--- config.mk ---
export PLATFORM = sky130hd
export DESIGN_NAME = key_value_text_tokenizer_core
export DESIGN_NICKNAME = d
export VERILOG_FILES = /design/src/rtl/core/kvt_pkg.sv /design/src/rtl/core/kvt_front.sv /design/src/rtl/core/kvt_queue.sv /design/src/rtl/core/kvt_back.sv /design/src/rtl/core/key_value_text_tokenizer_core.sv
export SDC_FILE = /design/constraint.sdc
export NUM_CORES = 1
export LEC_CHECK = 0
export BUFFER_PORTS_ARGS = -buffer_cell sky130_fd_sc_hd__buf_2
export CORE_ASPECT_RATIO = 0.7
export CORE_UTILIZATION = 50
export DETAILED_ROUTE_END_ITERATION = 10
export PLACE_DENSITY_LB_ADDON = 0.15
export SLEW_MARGIN = 20
export SYNTH_ARGS = -nofsm -noshare
export SYNTH_HDL_FRONTEND = slang
export SYNTH_SLANG_ARGS = --single-unit
--- constraint.sdc ---
create_clock -name clk -period 3.8 [get_ports clk]
set_clock_uncertainty 0.2 [all_clocks]
set_input_delay 0.57 -clock clk [delete_from_list [all_inputs] [get_ports clk]]
set_output_delay 0.57 -clock clk [all_outputs]
set_load 0.02 [all_outputs]
--- src/rtl/core/kvt_pkg.sv ---
package kvt_pkg;

  // Field and register widths
  localparam int unsigned BYTE_W      = 8;
  localparam int unsigned KEY_LEN_W   = 8;
  localparam int unsigned VALUE_LEN_W = 12;
  localparam int unsigned CFG_INDEX_W = 1;
  localparam int unsigned CFG_DATA_W  = VALUE_LEN_W;

  // Default depth of the token queue between parser and output stage
  localparam int unsigned QUEUE_DEPTH = 4;

  // Configuration register indexes
  localparam logic [CFG_INDEX_W-1:0] CFG_KEY_MAX_LEN   = 1'b0;
  localparam logic [CFG_INDEX_W-1:0] CFG_VALUE_MAX_LEN = 1'b1;

  // Register reset values
  localparam logic [KEY_LEN_W-1:0]   KEY_MAX_LEN_RST   = 8'd255;
  localparam logic [VALUE_LEN_W-1:0] VALUE_MAX_LEN_RST = 12'd2047;

  // Characters of interest
  localparam logic [BYTE_W-1:0] CH_COLON = 8'h3A;
  localparam logic [BYTE_W-1:0] CH_QUOTE = 8'h22;
  localparam logic [BYTE_W-1:0] CH_SPACE = 8'h20;
  localparam logic [BYTE_W-1:0] CH_TAB   = 8'h09;
  localparam logic [BYTE_W-1:0] CH_LF    = 8'h0A;
  localparam logic [BYTE_W-1:0] CH_CR    = 8'h0D;
  localparam logic [BYTE_W-1:0] CH_NUL   = 8'h00;

  typedef enum logic [2:0] {
    KIND_KEY_CHAR = 3'd0,
    KIND_KEY_END  = 3'd1,
    KIND_VAL_CHAR = 3'd2,
    KIND_VAL_END  = 3'd3,
    KIND_BAD_KEY  = 3'd4,
    KIND_BAD_VAL  = 3'd5,
    KIND_DONE     = 3'd6
  } token_kind_t;

  typedef enum logic [2:0] {
    PH_BEFORE_KEY = 3'd0,
    PH_IN_KEY     = 3'd1,
    PH_BEFORE_VAL = 3'd2,
    PH_QUOTED     = 3'd3,
    PH_UNQUOTED   = 3'd4,
    PH_IGNORE     = 3'd5
  } parse_phase_t;

  typedef struct packed {
    logic [BYTE_W-1:0] data_byte;
    logic              message_end;
  } in_item_t;

  typedef struct packed {
    token_kind_t       token_kind;
    logic [BYTE_W-1:0] token_byte;
    logic              last_of_item;
  } out_item_t;

  // Up to two tokens written into the queue in one cycle
  typedef struct packed {
    logic [1:0] count;
    out_item_t  tok0;
    out_item_t  tok1;
  } push_t;

  function automatic logic is_blank(input logic [BYTE_W-1:0] c);
    return (c == CH_SPACE) || (c == CH_TAB) || (c == CH_LF) || (c == CH_CR);
  endfunction

endpackage

--- src/rtl/core/kvt_front.sv ---
module kvt_front (
  input  logic                                clk,
  input  logic                                rst,
  input  logic                                cfg_we,
  input  logic [kvt_pkg::CFG_INDEX_W-1:0]     cfg_index,
  input  logic [kvt_pkg::CFG_DATA_W-1:0]      cfg_data,
  input  logic                                in_valid,
  input  kvt_pkg::in_item_t                   in_data,
  input  logic                                room,
  output kvt_pkg::push_t                      push
);

  logic [kvt_pkg::KEY_LEN_W-1:0]   key_max_len;
  logic [kvt_pkg::VALUE_LEN_W-1:0] value_max_len;

  kvt_pkg::parse_phase_t           phase, phase_next;
  logic [kvt_pkg::KEY_LEN_W-1:0]   key_length, key_length_next;
  logic [kvt_pkg::VALUE_LEN_W-1:0] value_length, value_length_next;

  logic                            accept;
  logic [kvt_pkg::BYTE_W-1:0]      c;
  logic [kvt_pkg::KEY_LEN_W-1:0]   key_base;
  logic [kvt_pkg::VALUE_LEN_W-1:0] value_base;
  logic                            key_room;
  logic                            value_room;
  logic                            close_valid;
  kvt_pkg::token_kind_t            close_kind;

  assign accept = in_valid && room;
  assign c      = in_data.data_byte;

  // Configuration registers
  always_ff @(posedge clk) begin
    if (rst) begin
      key_max_len   <= kvt_pkg::KEY_MAX_LEN_RST;
      value_max_len <= kvt_pkg::VALUE_MAX_LEN_RST;
    end else if (cfg_we) begin
      unique case (cfg_index)
        kvt_pkg::CFG_KEY_MAX_LEN:   key_max_len   <= cfg_data[kvt_pkg::KEY_LEN_W-1:0];
        kvt_pkg::CFG_VALUE_MAX_LEN: value_max_len <= cfg_data;
        default: ;
      endcase
    end
  end

  // A new key or value starts counting from zero
  assign key_base   = (phase == kvt_pkg::PH_BEFORE_KEY) ? '0 : key_length;
  assign value_base = (phase == kvt_pkg::PH_BEFORE_VAL) ? '0 : value_length;
  assign key_room   = key_base < key_max_len;
  assign value_room = value_base < value_max_len;

  // Token that closes the open construct on end item or zero byte
  always_comb begin
    close_valid = 1'b1;
    close_kind  = kvt_pkg::KIND_DONE;
    unique case (phase)
      kvt_pkg::PH_IN_KEY:     close_kind = kvt_pkg::KIND_BAD_KEY;
      kvt_pkg::PH_BEFORE_VAL: close_kind = kvt_pkg::KIND_BAD_VAL;
      kvt_pkg::PH_QUOTED:     close_kind = kvt_pkg::KIND_BAD_VAL;
      kvt_pkg::PH_UNQUOTED:   close_kind = kvt_pkg::KIND_VAL_END;
      default:                close_valid = 1'b0;
    endcase
  end

  // Parser: next state and emitted tokens
  always_comb begin
    phase_next        = phase;
    key_length_next   = key_length;
    value_length_next = value_length;
    push              = '0;
    push.tok0.token_kind = kvt_pkg::KIND_DONE;
    push.tok1.token_kind = kvt_pkg::KIND_DONE;

    if (accept) begin
      if (in_data.message_end) begin
        push.tok1.token_kind   = kvt_pkg::KIND_DONE;
        push.tok1.last_of_item = 1'b1;
        if (close_valid) begin
          push.count           = 2'd2;
          push.tok0.token_kind = close_kind;
        end else begin
          push.count             = 2'd1;
          push.tok0.token_kind   = kvt_pkg::KIND_DONE;
          push.tok0.last_of_item = 1'b1;
        end
        phase_next        = kvt_pkg::PH_BEFORE_KEY;
        key_length_next   = '0;
        value_length_next = '0;
      end else if (c == kvt_pkg::CH_NUL) begin
        if (close_valid) begin
          push.count             = 2'd1;
          push.tok0.token_kind   = close_kind;
          push.tok0.last_of_item = 1'b1;
        end
        phase_next = kvt_pkg::PH_IGNORE;
      end else begin
        push.tok0.last_of_item = 1'b1;
        unique case (phase)
          kvt_pkg::PH_BEFORE_KEY, kvt_pkg::PH_IN_KEY: begin
            if ((phase == kvt_pkg::PH_BEFORE_KEY) && kvt_pkg::is_blank(c)) begin
              // skip blanks between pairs
            end else if (kvt_pkg::is_blank(c) ||
                         ((phase == kvt_pkg::PH_BEFORE_KEY) && (c == kvt_pkg::CH_COLON))) begin
              phase_next           = kvt_pkg::PH_IGNORE;
              push.count           = 2'd1;
              push.tok0.token_kind = kvt_pkg::KIND_BAD_KEY;
            end else if (c == kvt_pkg::CH_COLON) begin
              phase_next           = kvt_pkg::PH_BEFORE_VAL;
              push.count           = 2'd1;
              push.tok0.token_kind = kvt_pkg::KIND_KEY_END;
            end else if (key_room) begin
              phase_next           = kvt_pkg::PH_IN_KEY;
              key_length_next      = key_base + 1'b1;
              push.count           = 2'd1;
              push.tok0.token_kind = kvt_pkg::KIND_KEY_CHAR;
              push.tok0.token_byte = c;
            end else begin
              phase_next           = kvt_pkg::PH_IGNORE;
              key_length_next      = key_base;
              push.count           = 2'd1;
              push.tok0.token_kind = kvt_pkg::KIND_BAD_KEY;
            end
          end
          kvt_pkg::PH_BEFORE_VAL: begin
            if (!kvt_pkg::is_blank(c)) begin
              value_length_next = '0;
              if (c == kvt_pkg::CH_QUOTE) begin
                phase_next = kvt_pkg::PH_QUOTED;
              end else begin
                phase_next = kvt_pkg::PH_UNQUOTED;
                if (value_room) begin
                  value_length_next    = 12'd1;
                  push.count           = 2'd1;
                  push.tok0.token_kind = kvt_pkg::KIND_VAL_CHAR;
                  push.tok0.token_byte = c;
                end
              end
            end
          end
          kvt_pkg::PH_QUOTED, kvt_pkg::PH_UNQUOTED: begin
            if (((phase == kvt_pkg::PH_QUOTED) && (c == kvt_pkg::CH_QUOTE)) ||
                ((phase == kvt_pkg::PH_UNQUOTED) && kvt_pkg::is_blank(c))) begin
              phase_next           = kvt_pkg::PH_BEFORE_KEY;
              push.count           = 2'd1;
              push.tok0.token_kind = kvt_pkg::KIND_VAL_END;
            end else if (value_room) begin
              // characters past the limit are dropped silently
              value_length_next    = value_length + 1'b1;
              push.count           = 2'd1;
              push.tok0.token_kind = kvt_pkg::KIND_VAL_CHAR;
              push.tok0.token_byte = c;
            end
          end
          default: begin
            phase_next = kvt_pkg::PH_IGNORE;
          end
        endcase
      end
    end
  end

  // Parser state
  always_ff @(posedge clk) begin
    if (rst) begin
      phase        <= kvt_pkg::PH_BEFORE_KEY;
      key_length   <= '0;
      value_length <= '0;
    end else begin
      phase        <= phase_next;
      key_length   <= key_length_next;
      value_length <= value_length_next;
    end
  end

  // An end item always leaves the parser ready for a new message
  a_end_resets: assert property (@(posedge clk) disable iff (rst)
    (accept && in_data.message_end) |=>
      (phase == kvt_pkg::PH_BEFORE_KEY && key_length == '0 && value_length == '0))
    else $error("parser not returned to start after end item");

endmodule

--- src/rtl/core/kvt_queue.sv ---
module kvt_queue #(
  parameter int unsigned DEPTH = kvt_pkg::QUEUE_DEPTH
) (
  input  logic               clk,
  input  logic               rst,
  input  kvt_pkg::push_t     push,
  output logic               room,
  output logic               not_empty,
  output kvt_pkg::out_item_t head,
  input  logic               pop
);

  localparam int unsigned PTR_W = (DEPTH > 1) ? $clog2(DEPTH) : 1;
  localparam int unsigned CNT_W = $clog2(DEPTH + 1);

  kvt_pkg::out_item_t mem [DEPTH];
  logic [PTR_W-1:0]   wr_ptr, rd_ptr, wr_ptr_1;
  logic [CNT_W-1:0]   count;

  function automatic logic [PTR_W-1:0] ptr_inc(input logic [PTR_W-1:0] p);
    return (p == PTR_W'(DEPTH - 1)) ? '0 : p + 1'b1;
  endfunction

  assign wr_ptr_1  = ptr_inc(wr_ptr);
  assign room      = count <= CNT_W'(DEPTH - 2);
  assign not_empty = count != '0;
  assign head      = mem[rd_ptr];

  // Storage: up to two writes per cycle
  always_ff @(posedge clk) begin
    if (push.count != 2'd0) begin
      mem[wr_ptr] <= push.tok0;
    end
    if (push.count == 2'd2) begin
      mem[wr_ptr_1] <= push.tok1;
    end
  end

  // Pointers and fill count
  always_ff @(posedge clk) begin
    if (rst) begin
      wr_ptr <= '0;
      rd_ptr <= '0;
      count  <= '0;
    end else begin
      if (push.count == 2'd1) begin
        wr_ptr <= wr_ptr_1;
      end else if (push.count == 2'd2) begin
        wr_ptr <= ptr_inc(wr_ptr_1);
      end
      if (pop) begin
        rd_ptr <= ptr_inc(rd_ptr);
      end
      count <= count + CNT_W'(push.count) - CNT_W'(pop);
    end
  end

  a_no_overflow: assert property (@(posedge clk) disable iff (rst)
    count <= CNT_W'(DEPTH))
    else $error("token queue overflow");

  a_no_underflow: assert property (@(posedge clk) disable iff (rst)
    pop |-> not_empty)
    else $error("pop from empty token queue");

  a_push_has_room: assert property (@(posedge clk) disable iff (rst)
    (push.count != 2'd0) |-> $past(room) || $past(rst) || room)
    else $error("push without queue room");

endmodule

--- src/rtl/core/kvt_back.sv ---
module kvt_back (
  input  logic               clk,
  input  logic               rst,
  input  logic               not_empty,
  input  kvt_pkg::out_item_t head,
  output logic               pop,
  output logic               out_valid,
  input  logic               out_stall,
  output kvt_pkg::out_item_t out_data
);

  logic out_valid_next;

  // Output register loads a queued token whenever it is empty or being taken
  assign pop            = not_empty && (!out_valid || !out_stall);
  assign out_valid_next = pop || (out_valid && out_stall);

  always_ff @(posedge clk) begin
    if (rst) begin
      out_valid <= 1'b0;
    end else begin
      out_valid <= out_valid_next;
    end
  end

  always_ff @(posedge clk) begin
    if (pop) begin
      out_data <= head;
    end
  end

endmodule

--- src/rtl/core/key_value_text_tokenizer_core.sv ---
// Streaming key:value tokenizer. Takes one message byte per transaction (or an end
// transaction) and emits key/value character and boundary tokens in arrival order.
// Input transactions are taken at one per clock while in_stall is low; each yields
// zero, one or two tokens (two only for an end transaction that closes an open key
// or value). Tokens leave one per clock through a registered output while out_stall
// is low. in_stall rises when the token queue between parser and output stage has
// fewer than two free entries, so throughput is limited only by the output side: one
// token per clock. Configuration writes (index 0 key_max_len, index 1 value_max_len)
// take effect on the next clock and should only be issued while the block is idle.
module key_value_text_tokenizer_core #(
  parameter int unsigned QUEUE_DEPTH = kvt_pkg::QUEUE_DEPTH
) (
  input  logic                            clk,
  input  logic                            rst,
  input  logic                            cfg_we,
  input  logic [kvt_pkg::CFG_INDEX_W-1:0] cfg_index,
  input  logic [kvt_pkg::CFG_DATA_W-1:0]  cfg_data,
  input  logic                            in_valid,
  output logic                            in_stall,
  input  kvt_pkg::in_item_t               in_data,
  output logic                            out_valid,
  input  logic                            out_stall,
  output kvt_pkg::out_item_t              out_data
);

  kvt_pkg::push_t     push;
  kvt_pkg::out_item_t head;
  logic               room;
  logic               not_empty;
  logic               pop;

  assign in_stall = !room;

  // Parser
  kvt_front u_front (
    .clk       (clk),
    .rst       (rst),
    .cfg_we    (cfg_we),
    .cfg_index (cfg_index),
    .cfg_data  (cfg_data),
    .in_valid  (in_valid),
    .in_data   (in_data),
    .room      (room),
    .push      (push)
  );

  // Token queue
  kvt_queue #(
    .DEPTH (QUEUE_DEPTH)
  ) u_queue (
    .clk       (clk),
    .rst       (rst),
    .push      (push),
    .room      (room),
    .not_empty (not_empty),
    .head      (head),
    .pop       (pop)
  );

  // Output stage
  kvt_back u_back (
    .clk       (clk),
    .rst       (rst),
    .not_empty (not_empty),
    .head      (head),
    .pop       (pop),
    .out_valid (out_valid),
    .out_stall (out_stall),
    .out_data  (out_data)
  );

endmodule

==> impl_metrics.env, run 1 <==
export IMPL_layout_min_cycle_time_ns=3.71
export IMPL_p_leak_nw=2.98
export IMPL_drive_above_1_share_pct=24.4
export IMPL_grt_pass1_wl_um=24300
export IMPL_yosysTopAreaCell="dfxtp_1"
export IMPL_design_portCount=41
export IMPL_hold_viol=0
export IMPL_cp_startpoint="u_front.phase[0]$_SDFFE_PP0P_"
export IMPL_grt_busiest_layer="met2"
export IMPL_status="completed"
export IMPL_h_tree_depth=3
export IMPL_avgSynthCellArea_um2=9.56
export IMPL_grt_max_degree=43
export IMPL_synth_common_cells="95 x dfxtp_1, 41 x nor2_1, 40 x nand2_1"
export IMPL_p_clk_share_pct=24.6
export IMPL_path_max_fanout=8
export IMPL_synthArstFlopShare_pct=0
export IMPL_crit_arrival_ns=3.76
export IMPL_netSwitchingPower_mw=1.35
export IMPL_switching_share_pct=34.6
export IMPL_drt_first_pass_iters=5
export IMPL_yosys_warnings=0
export IMPL_cts_buffer_depth=2
export IMPL_first_global_vias=4802
export IMPL_whs_endpoint="u_front.key_max_len[2]$_SDFFE_PP1P_"
export IMPL_ant_nets=0
export IMPL_port_buffers=40
export IMPL_drtIter0Drc=397
export IMPL_fill_cells=991
export IMPL_use_met3_pct=4.50
export IMPL_antenna_found_initial=0
export IMPL_viasPerCell=5.99
export IMPL_synth_edf_count=16
export IMPL_track_usage_pct=24.8
export IMPL_clk_pin_slew_ns=0.08
export IMPL_syn_inst=627
export IMPL_drv_cap=0
export IMPL_post_route_drc_count=0
export IMPL_nNetsFinal=754
export IMPL_reg2reg_depth=16
export IMPL_coreArea_um2=11700
export IMPL_grtUsageMet2_pct=36.7
export IMPL_powerDensity_nw_per_um2=544
export IMPL_die_h_um=93.6
export IMPL_r2r_start="u_front.phase[0]$_SDFFE_PP0P_"
export IMPL_slew_headroom_pct=35.4
export IMPL_yosysSeqAreaShare_pct=39.8
export IMPL_critPathKind="reg2reg"
export IMPL_worstPathRequired_ns=3.85
export IMPL_dieArea_um2=12400
export IMPL_hpwl_um=11100
export IMPL_cts_tree="done"
export IMPL_ys_ff_latch=111
export IMPL_drt_wl_total_um=15100
export IMPL_vias=5112
export IMPL_cts_root_buf="clkbuf_16"
export IMPL_ir_drop_mv=0.333
export IMPL_use_met1_pct=36.3
export IMPL_final_util_pct=61.5
export IMPL_slew_violations=0
export IMPL_r2r_end="u_queue.mem[3][1]$_SDFFE_PP0P_"
export IMPL_pwr_share_seq_pct=43.8
export IMPL_grt_ovfl_total=0
export IMPL_holdWs_ns=0.222
export IMPL_period_share_pct=97.6
export IMPL_comb_power_share_pct=31.6
export IMPL_setup_viol=0
export IMPL_post_synth_top_count_cell="dfxtp_1"
export IMPL_reg2reg_slack_ns=0.09
export IMPL_p_int_mw=2.56
export IMPL_synthToLayoutAreaGrowth_pct=19.9
export IMPL_cp_end_kind="flop"
export IMPL_synth_nets=689
export IMPL_synth_area_leaders="dfxtp_1 32%, edfxtp_1 8.0%, ha_1 7.1%"
export IMPL_cts_buffers=9
export IMPL_antenna_cells=0
export IMPL_ys_types=77
export IMPL_hold_depth=2
export IMPL_gp_congestion=0.927
export IMPL_synth_top_cell_area_share_pct=31.7
export IMPL_rows=33
export IMPL_synth_area_um2=5990
export IMPL_ys_flop_type="dfxtp_1"
export IMPL_fmax_ghz=0.270
export IMPL_fin_cells=854
export IMPL_start_util_pct=51.3
export IMPL_die_w_um=133
export IMPL_grt_setup_unrepaired="true"
export IMPL_hp_class="in2reg"
export IMPL_cts_sinks=111
export IMPL_dp_cells=831
export IMPL_startpoint_type="flop"
export IMPL_hold_start="cfg_data[2]"
export IMPL_clk_latency_ns=0.36
export IMPL_wire_per_inst_um=17.7
export IMPL_worstMarginPinSlew_ns=0.967
stage by stage:
step	total power [mW]	TNS (ns)	worst slack, ns	cell area, µm²
6_report	3.91	0	0.0910	7190
5_1_grt	4.13	-0.394	-0.0514	7190
4_1_cts	3.87	-0.530	-0.0818	7010
3_5_place_dp	2.90	-0.309	-0.0712	6650
3_3_place_gp	2.85	0	0.0204	6650
2_1_floorplan	2.54	-0.0632	-0.0171	6070
sequential cells by signal, indices dropped and copies added (netlist names):
signal and flops:
u_queue.count 3, u_queue.mem 48, u_queue.wr_ptr 2, u_back.out_data 12, u_front.key_max_len 8, u_queue.rd_ptr 2
u_front.value_max_len 12, u_front.value_length 12, u_front.phase 3, u_front.key_length 8, u_back.out_valid 1
cell families after synthesis:
| logic type | share of synthesized area, % |
|---|---|
| and+or+nand+nor | 20.0 |
| xor gates and xnor gates | 0.731 |
| muxes | 5.20 |
| adders and majority gates | 7.43 |
| AOI/OAI and AO/OA | 22.2 |
| buffers and inverters | 4.70 |
| DFF | 39.8 |
worst max path at each step:
stage / cells past startpoint / endpoint / slack, ns
floorplan: 16 / u_queue.mem[3][0]$_DFFE_PP_ / -0.02
global placement: 14 / u_queue.mem[1][0]$_DFFE_PP_ / 0.02
detailed placement: 14 / u_queue.mem[0][0]$_DFFE_PP_ / -0.07
CTS: 14 / u_queue.mem[0][0]$_DFFE_PP_ / -0.08
global route: 16 / u_queue.mem[2][8]$_SDFFE_PP0P_ / -0.05
finish: 16 / u_queue.mem[3][1]$_SDFFE_PP0P_ / 0.09
critical path, stage by stage (launching register included):
cell	delay, ns
dfxtp_2	0.33
or3b_4	0.42
and2_1	0.18
ha_1	0.30
o21ai_0	0.11
a221oi_2	0.36
a21oi_4	0.13
o21ai_2	0.17
a21oi_2	0.10
o31ai_4	0.36
ha_4	0.21
buf_4	0.14
nand2_2	0.07
nand2_2	0.12
nor3_4	0.05
buf_12	0.16
a22o_1	0.20
routing by layer:
metal / up-vias / share of wire [%]
met1: 2448 / 50
met3: 19 / 5.9
met4: 0 / 0.97
met2: 160 / 43
met5: - / 0
li1: 2485 / -
final cells by class:
cell class | instances | area (µm²) | area share (%)
timing repair buffer | 85 | 601 | 8.36
clock inverter | 7 | 83.8 | 1.17
clock buffer | 9 | 225 | 3.13
inverter | 40 | 150 | 2.09
tap | 157 | 196 | 2.73
sequential | 111 | 2380 | 33.2
multi-input combinational | 445 | 3550 | 49.3
repair_timing:
item,in CTS,in global routing
gates cloned,0,1
pin swaps,2,12
hold endpoints to repair,0,0
hold buffers,0,0
setup endpoints to repair,30,50
gates resized for setup,1,25
buffers inserted,2,4
power by group through the flow:
stage	logic (mW)	registers [mW]	clock network, mW
global route	1.36	1.75	1.02
detailed placement	1.16	1.73	0
CTS	1.18	1.71	0.980
finish	1.24	1.71	0.960
floorplan	0.817	1.72	0
global placement	1.13	1.72	0
cells in the final DEF (no fill, tap or decap), types with 6 or more instances in the layout:
master / synthesis / routed
a211o_1: 19 / 19
and2_1: 20 / 19
nand2_2: 1 / 8
o31ai_1: 12 / 11
inv_1: 38 / 38
nor3_1: 12 / 11
or4_1: 9 / 9
ha_1: 34 / 29
o21ai_1: 16 / 15
dfxtp_1: 95 / 93
nand2_1: 40 / 32
o211ai_1: 9 / 9
nor2b_1: 14 / 10
nand3_1: 18 / 18
nor2_1: 41 / 41
buf_4: 2 / 40
clkbuf_16: 0 / 9
buf_2: 3 / 40
mux4_2: 12 / 12
and3_1: 17 / 17
o21ai_0: 6 / 6
edfxtp_1: 16 / 16
nand2b_1: 8 / 8
a22o_1: 37 / 37
a21oi_1: 33 / 26
No activity file was read; power rests on OpenSTA's default activity.
==> run 2: changes to the inputs <==
--- a/config.mk
+++ b/config.mk
@@ -13,4 +13,5 @@
 export SLEW_MARGIN = 20
 export SYNTH_ARGS = -nofsm -noshare
 export SYNTH_HDL_FRONTEND = slang
+export SYNTH_HIERARCHICAL = 1
 export SYNTH_SLANG_ARGS = --single-unit
==> impl_metrics.env, run 2 <==
export IMPL_ys_ff_latch=113
export IMPL_status="completed"
export IMPL_path_buf_inv=3
export IMPL_worstMarginPinSlew_ns=1.02
export IMPL_synth_area_leaders="edfxtp_1 27%, dfxtp_1 16%, mux2_2 8.0%"
export IMPL_antenna_found_initial=0
export IMPL_cts_buffer_depth=2
export IMPL_path_cells="nor3b_4 -> buf_12 -> nor2_1 -> ha_1 -> nand4_1 -> nor3_2 -> o2bb2ai_4 -> nor2_2 -> o21ai_0 -> a21boi_1 -> buf_4 -> buf_4 -> ha_1 -> or4_1 -> a311oi_1"
export IMPL_slew_violations=0
export IMPL_critPathKind="reg2reg"
export IMPL_cts_buffers=17
export IMPL_yosys_warnings=6
export IMPL_hold_viol=0
export IMPL_p_leak_nw=3.41
export IMPL_mostFrequentLayoutCell="nand2_1"
export IMPL_hold_depth=3
export IMPL_reg2reg_depth=15
export IMPL_max_stage_delay_ns=0.47
export IMPL_post_synth_top_count_cell="nand2_1"
export IMPL_h_tree_depth=4
export IMPL_dieArea_um2=14000
export IMPL_avgSynthCellArea_um2=10.0
export IMPL_cts_sinks=113
export IMPL_crit_slowest_cell="or4_1"
export IMPL_coreArea_um2=13200
export IMPL_synth_compound_area_share_pct=14.5
export IMPL_yosysSeqAreaShare_pct=42.3
export IMPL_die_w_um=141
export IMPL_cts_root_buf="clkbuf_16"
export IMPL_ys_flop_type="edfxtp_1"
export IMPL_wire_per_inst_um=18.5
export IMPL_r2r_end="u_queue/wr_ptr[1]$_SDFFE_PP0P_"
export IMPL_synth_top_family_by_area="simple AND/OR/NAND/NOR gates"
export IMPL_largest_register_ffs=48
export IMPL_die_h_um=99.3
export IMPL_ys_types=73
export IMPL_antenna_cells=0
export IMPL_grt_ovfl_total=0
export IMPL_layout_min_cycle_time_ns=3.65
export IMPL_hold_buffers=0
export IMPL_layout_cells_most_common_list="61 x nand2_1, 60 x edfxtp_1, 53 x dfxtp_1"
export IMPL_vias=5593
export IMPL_crit_arrival_ns=3.77
export IMPL_setup_viol=0
export IMPL_synth_mux_area_share_pct=12.3
export IMPL_rows=35
export IMPL_powerDensity_nw_per_um2=551
export IMPL_port_buffers=40
export IMPL_period_share_pct=96.1
export IMPL_synth_common_cells="65 x nand2_1, 60 x edfxtp_1, 53 x dfxtp_1"
export IMPL_holdWs_ns=0.201
export IMPL_p_total_mw=4.47
export IMPL_largest_register="u_queue/mem"
export IMPL_synthArstFlopShare_pct=0
export IMPL_r2r_start="u_front/phase[0]$_SDFFE_PP0P_"
export IMPL_whs_endpoint="u_front/value_max_len[9]$_SDFFE_PP1P_"
export IMPL_syn_inst=676
export IMPL_synth_area_um2=6760
export IMPL_post_route_drc_count=0
export IMPL_yosysTopAreaCell="edfxtp_1"
export IMPL_fmax_ghz=0.274
export IMPL_design_portCount=41
export IMPL_clk_pin_slew_ns=0.06
export IMPL_gp_congestion=0.885
export IMPL_start_util_pct=51.3
export IMPL_ant_nets=0
export IMPL_hp_class="in2reg"
export IMPL_worstPathRequired_ns=3.92
export IMPL_drive_above_1_share_pct=27.4
export IMPL_synthToLayoutAreaGrowth_pct=19.9
export IMPL_drt_first_pass_iters=5
export IMPL_track_usage_pct=26.3
export IMPL_synth_xor_area_share_pct=0.611
export IMPL_setup_tns_ns=0
export IMPL_cp_end_kind="flop"
export IMPL_drt_wl_total_um=17400
export IMPL_crit_family="simple AND/OR/NAND/NOR gates"
export IMPL_slew_headroom_pct=32.0
export IMPL_synth_edf_count=60
export IMPL_grt_pass1_wl_um=28200
export IMPL_hpwl_um=12600
export IMPL_reg2reg_slack_ns=0.15
export IMPL_cts_tree="done"
export IMPL_startpoint_type="flop"
export IMPL_drtIter0Drc=492
export IMPL_synth_top_cell_area_share_pct=26.6
export IMPL_ir_drop_mv=0.315
export IMPL_synthSimpleGateAreaFrac_pct=17.6
export IMPL_synthAdderAreaFrac_pct=6.59
export IMPL_viasPerCell=5.95
export IMPL_first_global_vias=5298
export IMPL_drv_cap=0
export IMPL_dpl_cell_area_um2=7380
export IMPL_hold_start="cfg_data[9]"
export IMPL_nNetsFinal=804
export IMPL_grt_max_degree=34
export IMPL_clk_latency_ns=0.41
export IMPL_path_max_fanout=13
export IMPL_final_cell_area_um2=8110
-- run 2: cell families (layout without fill, tap and decap cells) --
family,count (synthesis),count (layout)
multiplexers,62,62
AO/OA/AOI/OAI,138,138
flip-flops,113,113
buffers and inverters,91,161
adder cells (fa/ha/maj),35,35
XOR/XNOR,3,3
AND/OR/NAND/NOR,232,232
other,2,11
-- run 2: per-layer routing --
layer / vias up / GRT usage (%) / share of wire, %
met1: 2708 / 39.0 / 49
met4: 0 / 7.86 / 0.88
met5: - / 0 / 0
li1: 2639 / - / -
met3: 17 / 5.87 / 8.0
met2: 229 / 38.2 / 42
-- run 2: cell type report --
type,instances,area (µm²)
clock buffers,17,425
well taps,185,231
inverters,46,173
clock inverters,15,195
repair buffers,83,586
flip-flops and latches,113,2860
fillers,1080,5070
multi-input cells,481,3640
-- run 2: what timing repair did --
action                                  in CTS  in global routing
resized for setup                            2                 16
buffers inserted                             0                  3
pin swaps                                    0                  4
endpoints found under the setup margin      29                 99
-- run 2: tightest hold or removal path, stage by stage --
cell and delay [ns]:
buf_2 0.08, nand3_1 0.05, nand3_1 0.07
-- run 2: per-stage QoR --
stage	setup slack (ns)	std cells	util, %
2_1_floorplan	0.0469	685	-
3_3_place_gp	0.0874	905	56.0
3_5_place_dp	-0.0211	905	56.0
4_1_cts	-0.00528	937	60.8
5_1_grt	-0.0141	940	61.5
6_report	0.149	940	61.5
-- run 2: where the power goes --
part	total, mW	switching (mW)	internal, mW
combinational	1.11	0.619	0.494
sequential	1.68	0.135	1.54
clock	1.68	0.624	1.05
-- run 2: how the worst max path moves through the flow --
stage                                       start                             end  cells after the start
floorplan           u_front/phase[0]$_SDFFE_PP0P_    u_queue/mem[3][10]$_DFFE_PP_                     16
global placement                       in_data[3]     u_queue/mem[2][5]$_DFFE_PP_                     12
detailed placement                     in_data[3]     u_queue/mem[1][9]$_DFFE_PP_                     14
CTS                 u_front/phase[0]$_SDFFE_PP0P_     u_queue/mem[2][3]$_DFFE_PP_                     15
global route        u_front/phase[0]$_SDFFE_PP0P_  u_queue/wr_ptr[1]$_SDFFE_PP0P_                     15
finish              u_front/phase[0]$_SDFFE_PP0P_  u_queue/wr_ptr[1]$_SDFFE_PP0P_                     15
